## src/design/pli_pkg.sv

```systemverilog
// shared types, constants and state codes for the piecewise linear table interpolator
package pli_pkg;

    localparam int MAX_POINTS = 256;
    localparam int IDX_W      = $clog2(MAX_POINTS);
    localparam int CNT_W      = $clog2(MAX_POINTS + 1);
    localparam int DATA_W     = 32;
    localparam int PROD_W     = 2 * DATA_W;
    localparam int DIV_STEPS  = PROD_W;
    localparam int DIVC_W     = $clog2(DIV_STEPS);

    localparam int APB_ADDR_W = 3;
    localparam int APB_DATA_W = 32;
    localparam logic REG_POINT_COUNT = 1'b0;

    localparam logic REQ_WRITE = 1'b0;
    localparam logic REQ_QUERY = 1'b1;

    localparam logic [2:0] ST_INTERP  = 3'd0;
    localparam logic [2:0] ST_PAST    = 3'd1;
    localparam logic [2:0] ST_EQUAL_X = 3'd2;
    localparam logic [2:0] ST_EMPTY   = 3'd3;
    localparam logic [2:0] ST_SAT     = 3'd4;

    localparam logic signed [DATA_W-1:0] VAL_MAX = {1'b0, {(DATA_W-1){1'b1}}};
    localparam logic signed [DATA_W-1:0] VAL_MIN = {1'b1, {(DATA_W-1){1'b0}}};

    typedef struct packed {
        logic                     req_type;
        logic [7:0]               point_index;
        logic signed [DATA_W-1:0] point_x;
        logic signed [DATA_W-1:0] point_y;
        logic signed [DATA_W-1:0] query_position;
    } t_req;

    typedef struct packed {
        logic signed [DATA_W-1:0] interp_value;
        logic [2:0]               status;
    } t_res;

    typedef enum logic [3:0] {
        S_IDLE,
        S_SCAN,
        S_LD_HI,
        S_LD_LO,
        S_CAP_LO,
        S_DIFF,
        S_MUL,
        S_DIV,
        S_FIN,
        S_PAST_RD,
        S_PAST_WAIT,
        S_EMIT
    } t_state;

    typedef enum logic [1:0] {
        ASEL_SCAN,
        ASEL_HI,
        ASEL_LO,
        ASEL_LAST
    } t_asel;

    typedef enum logic [2:0] {
        FIN_NONE,
        FIN_EMPTY,
        FIN_PAST,
        FIN_EQX,
        FIN_CALC
    } t_fin;

    typedef struct packed {
        logic  start;
        logic  wr;
        logic  scan;
        logic  cap_hi;
        logic  cap_lo;
        logic  diff;
        logic  mul;
        logic  div_step;
        logic  emit;
        t_asel asel;
        t_fin  fin;
    } t_cmd;

    typedef struct packed {
        logic n_zero;
        logic found;
        logic more;
        logic eqx;
        logic div_last;
        logic out_free;
    } t_stat;

endpackage

```

## src/design/pli_ctrl.sv

```systemverilog
// sequencing state machine for table scan, load, multiply, divide and result
module pli_ctrl (
    input  logic          i_clk,
    input  logic          i_rst_n,
    input  logic          i_req_valid,
    input  logic          i_req_type,
    input  pli_pkg::t_stat i_stat,
    output pli_pkg::t_cmd  o_cmd,
    output logic          o_req_stall
);

    pli_pkg::t_state r_state;
    pli_pkg::t_state n_state;

    always_ff @(posedge i_clk) begin
        if (!i_rst_n) begin
            r_state <= pli_pkg::S_IDLE;
        end else begin
            r_state <= n_state;
        end
    end

    always_comb begin
        n_state = r_state;
        case (r_state)
            pli_pkg::S_IDLE: begin
                if (i_req_valid && i_req_type == pli_pkg::REQ_QUERY) begin
                    n_state = pli_pkg::S_SCAN;
                end
            end
            pli_pkg::S_SCAN: begin
                if (i_stat.n_zero) begin
                    n_state = pli_pkg::S_EMIT;
                end else if (i_stat.found) begin
                    n_state = pli_pkg::S_LD_HI;
                end else if (!i_stat.more) begin
                    n_state = pli_pkg::S_PAST_RD;
                end
            end
            pli_pkg::S_LD_HI:     n_state = pli_pkg::S_LD_LO;
            pli_pkg::S_LD_LO:     n_state = pli_pkg::S_CAP_LO;
            pli_pkg::S_CAP_LO:    n_state = pli_pkg::S_DIFF;
            pli_pkg::S_DIFF:      n_state = pli_pkg::S_MUL;
            pli_pkg::S_MUL: begin
                if (i_stat.eqx) begin
                    n_state = pli_pkg::S_EMIT;
                end else begin
                    n_state = pli_pkg::S_DIV;
                end
            end
            pli_pkg::S_DIV: begin
                if (i_stat.div_last) begin
                    n_state = pli_pkg::S_FIN;
                end
            end
            pli_pkg::S_FIN:       n_state = pli_pkg::S_EMIT;
            pli_pkg::S_PAST_RD:   n_state = pli_pkg::S_PAST_WAIT;
            pli_pkg::S_PAST_WAIT: n_state = pli_pkg::S_EMIT;
            pli_pkg::S_EMIT: begin
                if (i_stat.out_free) begin
                    n_state = pli_pkg::S_IDLE;
                end
            end
            default:              n_state = pli_pkg::S_IDLE;
        endcase
    end

    always_comb begin
        o_cmd       = '0;
        o_cmd.asel  = pli_pkg::ASEL_SCAN;
        o_cmd.fin   = pli_pkg::FIN_NONE;
        o_req_stall = 1'b1;
        case (r_state)
            pli_pkg::S_IDLE: begin
                o_req_stall = 1'b0;
                if (i_req_valid) begin
                    o_cmd.start = (i_req_type == pli_pkg::REQ_QUERY);
                    o_cmd.wr    = (i_req_type == pli_pkg::REQ_WRITE);
                end
            end
            pli_pkg::S_SCAN: begin
                o_cmd.scan = 1'b1;
                if (i_stat.n_zero) begin
                    o_cmd.fin = pli_pkg::FIN_EMPTY;
                end
            end
            pli_pkg::S_LD_HI: begin
                o_cmd.asel = pli_pkg::ASEL_HI;
            end
            pli_pkg::S_LD_LO: begin
                o_cmd.asel   = pli_pkg::ASEL_LO;
                o_cmd.cap_hi = 1'b1;
            end
            pli_pkg::S_CAP_LO: begin
                o_cmd.cap_lo = 1'b1;
            end
            pli_pkg::S_DIFF: begin
                o_cmd.diff = 1'b1;
            end
            pli_pkg::S_MUL: begin
                o_cmd.mul = 1'b1;
                if (i_stat.eqx) begin
                    o_cmd.fin = pli_pkg::FIN_EQX;
                end
            end
            pli_pkg::S_DIV: begin
                o_cmd.div_step = 1'b1;
            end
            pli_pkg::S_FIN: begin
                o_cmd.fin = pli_pkg::FIN_CALC;
            end
            pli_pkg::S_PAST_RD: begin
                o_cmd.asel = pli_pkg::ASEL_LAST;
            end
            pli_pkg::S_PAST_WAIT: begin
                o_cmd.fin = pli_pkg::FIN_PAST;
            end
            pli_pkg::S_EMIT: begin
                o_cmd.emit = i_stat.out_free;
            end
            default: begin
                o_req_stall = 1'b1;
            end
        endcase
    end

endmodule

```

## config.mk

```make
export PLATFORM = sky130hd
export DESIGN_NAME = pli_ctrl
export DESIGN_NICKNAME = d
export VERILOG_FILES = /design/src/design/pli_pkg.sv /design/src/design/pli_ctrl.sv
export SDC_FILE = /design/constraint.sdc
export NUM_CORES = 1
export LEC_CHECK = 0
export ABC_AREA = 1
export BUFFER_PORTS_ARGS = -buffer_cell sky130_fd_sc_hd__buf_2
export CAP_MARGIN = 20
export CORE_AREA = 5 5 42 44
export CTS_BUF_LIST = sky130_fd_sc_hd__clkbuf_4 sky130_fd_sc_hd__clkbuf_8 sky130_fd_sc_hd__clkbuf_16
export DETAILED_ROUTE_END_ITERATION = 6
export DIE_AREA = 0 0 47 49
export PLACE_DENSITY = 0.72
export SETUP_SLACK_MARGIN = 0.05
export SYNTH_ARGS = -nofsm -noshare
export SYNTH_HDL_FRONTEND = slang
export SYNTH_SLANG_ARGS = --single-unit
```

## constraint.sdc

```tcl
create_clock -name i_clk -period 0.9 [get_ports i_clk]
set_input_delay 0 -clock i_clk [delete_from_list [all_inputs] [get_ports i_clk]]
set_output_delay 0 -clock i_clk [all_outputs]
set_load 0.1 [all_outputs]
```

==> impl_metrics.py <==
metrics = {
    "final_layout": {
        "regMostFlops": "r_state",
        "area_growth_pct": 203,
        "final_util_pct": 97.1,
        "reg_top3": "r_state x4",
        "fillers": 24,
        "largest_reg_flops": 4,
        "fin_nets": 148,
        "n_antenna_cell": 0,
        "drive_gt1_share_pct": 71.5,
    },
    "sta": {
        "max_freq_mhz": 697,
        "max_slew_margin_pct": 81.8,
        "layout_setup_ws_ps": -535,
        "period_minus_slack_ps": 1440,
        "finalHoldViolations": 0,
        "min_period_over_period_pct": 159,
        "rsz0062_at_grt": "true",
        "worst_pin_slew_ps": 270,
        "slew_violations": 0,
        "skew_ps": 4.00,
        "finalSetupViolations": 19,
    },
    "route": {
        "vias": 933,
        "drtIter0Drc": 69,
        "drc": 0,
        "via_per_inst": 6.10,
        "first_pass_iters": 4,
        "wirelength_um": 3690,
        "detail-route-antenna-nets": 0,
        "routedWlPerCell_um": 24.1,
    },
    "critical_path": {
        "worstSetupStartpointType": "flop",
        "slowest_delay_ps": 430,
        "r2r_start": "r_state[3]$_SDFFE_PN0P_",
        "crit_path_top_delay_cell": "dfxtp_4",
        "reg2reg_depth": 7,
        "critPathKind": "flop to flop",
        "cp_common_cell": "nand2_1",
        "required_ps": 1090,
        "r2r-end": "r_state[3]$_SDFFE_PN0P_",
        "crit_path_max_fanout": 5,
        "crit_path_end_kind": "flop",
        "regToRegSetupSlack_ps": -540,
        "cp_cell_sequence": "nor2_4, buf_4, nand3_1, nand2_1, nor2_1, nand2_1, a21oi_1",
        "cp.arrival_ps": 1630,
    },
    "placed_design": {
        "hpwl_um": 1600,
        "io_buffers": 24,
        "gp_congestion": 0.953,
    },
    "synth": {
        "syn_avg_cell_area_um2": 5.28,
        "syn_area_um2": 449,
        "synthAdderAreaFrac_pct": 0,
        "synth_top_family_by_area": "simple AND/OR/NAND/NOR gates",
        "syn_nets": 95,
        "syn_inst": 85,
        "synth_top_area_cell": "nand2_1",
        "synthXorXnorAreaFrac_pct": 0,
        "synth_compound_area_share_pct": 12.5,
        "synth_seq_cells": 4,
        "yosysTopAreaCellShare_pct": 20.1,
        "synth_edf_count": 0,
        "async_flop_share_pct": 0,
        "yosysWarnings": 0,
        "synth-main-ff-cell": "dfxtp_1",
        "netlist_top_cells_area": "nand2_1 20%, dfxtp_1 18%, nor2_1 13%",
        "yosysUniqueCellTypes": 17,
        "yosys.area_share.simple_pct": 55.4,
        "yosysSeqAreaShare_pct": 17.8,
        "yosys-mux-area-fraction_pct": 0,
    },
    "floorplanning": {
        "row_count": 14,
        "die_area_um2": 2300,
        "coreArea_um2": 1400,
        "ios": 25,
        "fp.dieH_um": 49,
        "start_util_pct": 32.1,
        "die_w_um": 47,
    },
    "clock_tree": {
        "cts_tree": "yes",
        "cts_buffers": 3,
        "clk_pin_slew_ps": 60,
        "clk_latency_ps": 280,
        "root_buffer": "clkbuf_4",
        "htree_levels": 1,
        "cts_buffer_depth": 2,
        "clkSinkCount": 4,
    },
    "hold_path": {
        "hold_end": "r_state[3]$_SDFFE_PN0P_",
        "min_from": "i_stat[0]",
        "hold_path.class": "input port to flop",
        "min_path_cells": 4,
    },
    "pwr": {
        "peakVddDrop_uv": 3550,
        "fin_total_pwr_mw": 5.83,
        "pwr_density_cell_nw_per_um2": 4290,
        "leakage_nw": 0.635,
    },
    "global_routing": {
        "antenna_found_initial": 0,
        "grt_max_degree": 7,
        "grt_pass1_wl_um": 4650,
        "grt_usage_pct": 29.2,
        "grt_pass1_vias": 912,
        "grt-ovfl-total": 0,
    },
    "job": {
        "drv_cap": 0,
    },
    "run_status": {
        "run_status": "finished with violations",
        "violations": "negative setup slack",
    },
}
[routing by layer]
metal	share of wire (%)	wire [µm]	global-route usage (%)
met3	10	379	5.17
met4	9.5	349	18.4
met5	0	0	0
met1	33	1200	32.7
met2	48	1760	48.0
[critical path, delay by kind of cell (launching register included)]
family          cells  cell delay, ps
simple gates        5             620
flops               1             430
compound gates      1             170
buf+inv             1             140
[kinds of logic (layout without fill, tap and decap cells)]
family,count (synthesis),count (layout)
AO/OA/AOI/OAI,9,9
buffers and inverters,17,69
flip-flops,4,4
AND/OR/NAND/NOR,55,55
[Yosys cell counts, types with 2 or more instances]
library cell and n:
inv_2 3, nand3_1 5, dfxtp_1 4, o21ai_0 4, nand2_2 3, nand2_1 24
inv_1 14, nor2_4 2, nor2_1 16, nor3_1 3
[worst max-delay path by stage]
| stage | from | endpoint | slack (ps) | cells past startpoint |
|---|---|---|---|---|
| 6_report | r_state[3]$_SDFFE_PN0P_ | r_state[3]$_SDFFE_PN0P_ | -540 | 7 |
| 5_1_grt | r_state[3]$_SDFFE_PN0P_ | r_state[3]$_SDFFE_PN0P_ | -620 | 7 |
| 4_1_cts | r_state[2]$_SDFFE_PN0P_ | o_cmd[12] | -460 | 4 |
| 3_5_place_dp | r_state[3]$_SDFFE_PN0P_ | r_state[2]$_SDFFE_PN0P_ | -280 | 5 |
| 3_3_place_gp | r_state[3]$_SDFFE_PN0P_ | r_state[2]$_SDFFE_PN0P_ | -240 | 5 |
| 2_1_floorplan | r_state[3]$_SDFFE_PN0P_ | o_cmd[12] | -690 | 3 |
[timing repair]
| action | 4_1_cts | 5_1_grt |
|---|---|---|
| endpoints found under the setup margin | 19 | 19 |
| pin swaps | 10 | 7 |
| gates cloned | 0 | 0 |
| endpoints found under the hold margin | 1 | 0 |
| buffers inserted | 3 | 5 |
| hold buffers | 1 | 0 |
| resized for setup | 25 | 12 |
[layout by cell type (no fill, tap or decap), types with 3 or more instances in the layout]
| cell type | count |
|---|---|
| dfxtp_4 | 4 |
| nor2_1 | 6 |
| o21ai_4 | 3 |
| nand2_4 | 8 |
| nand2_2 | 3 |
| buf_12 | 16 |
| nand3_1 | 4 |
| clkbuf_4 | 4 |
| buf_6 | 9 |
| nand2_8 | 3 |
| buf_4 | 13 |
| inv_1 | 10 |
| nand2_1 | 13 |
| buf_2 | 9 |
| inv_4 | 3 |
| nor2_4 | 10 |
[final cells by class]
class | count | area, µm² | share of cell area (%)
clock buffers | 4 | 30.0 | 2.21
multi-input cells | 64 | 552 | 40.6
repair buffers | 48 | 574 | 42.2
well taps | 16 | 20.0 | 1.47
inverters | 17 | 88.8 | 6.53
flip-flops and latches | 4 | 95.1 | 6.99
[per-stage QoR]
stage	TNS, ps	area, µm²	setup WS, ps	hold slack (ps)	cells
after detailed placement	-3380	1120	-283	206	140
after floorplan	-6650	638	-689	97.6	85
after global routing	-9130	1360	-618	202	153
after CTS	-6850	1260	-456	124	148
final	-8500	1360	-535	168	153
after global placement	-2890	1120	-238	197	140
[report_power, final]
group | internal, mW | switching, mW | leakage, nW
logic | 1.95 | 3.02 | 0.581
registers | 0.284 | 0.223 | 0.0356
clock network | 0.202 | 0.156 | 0.0184
Power figures use the tool's default switching activity.
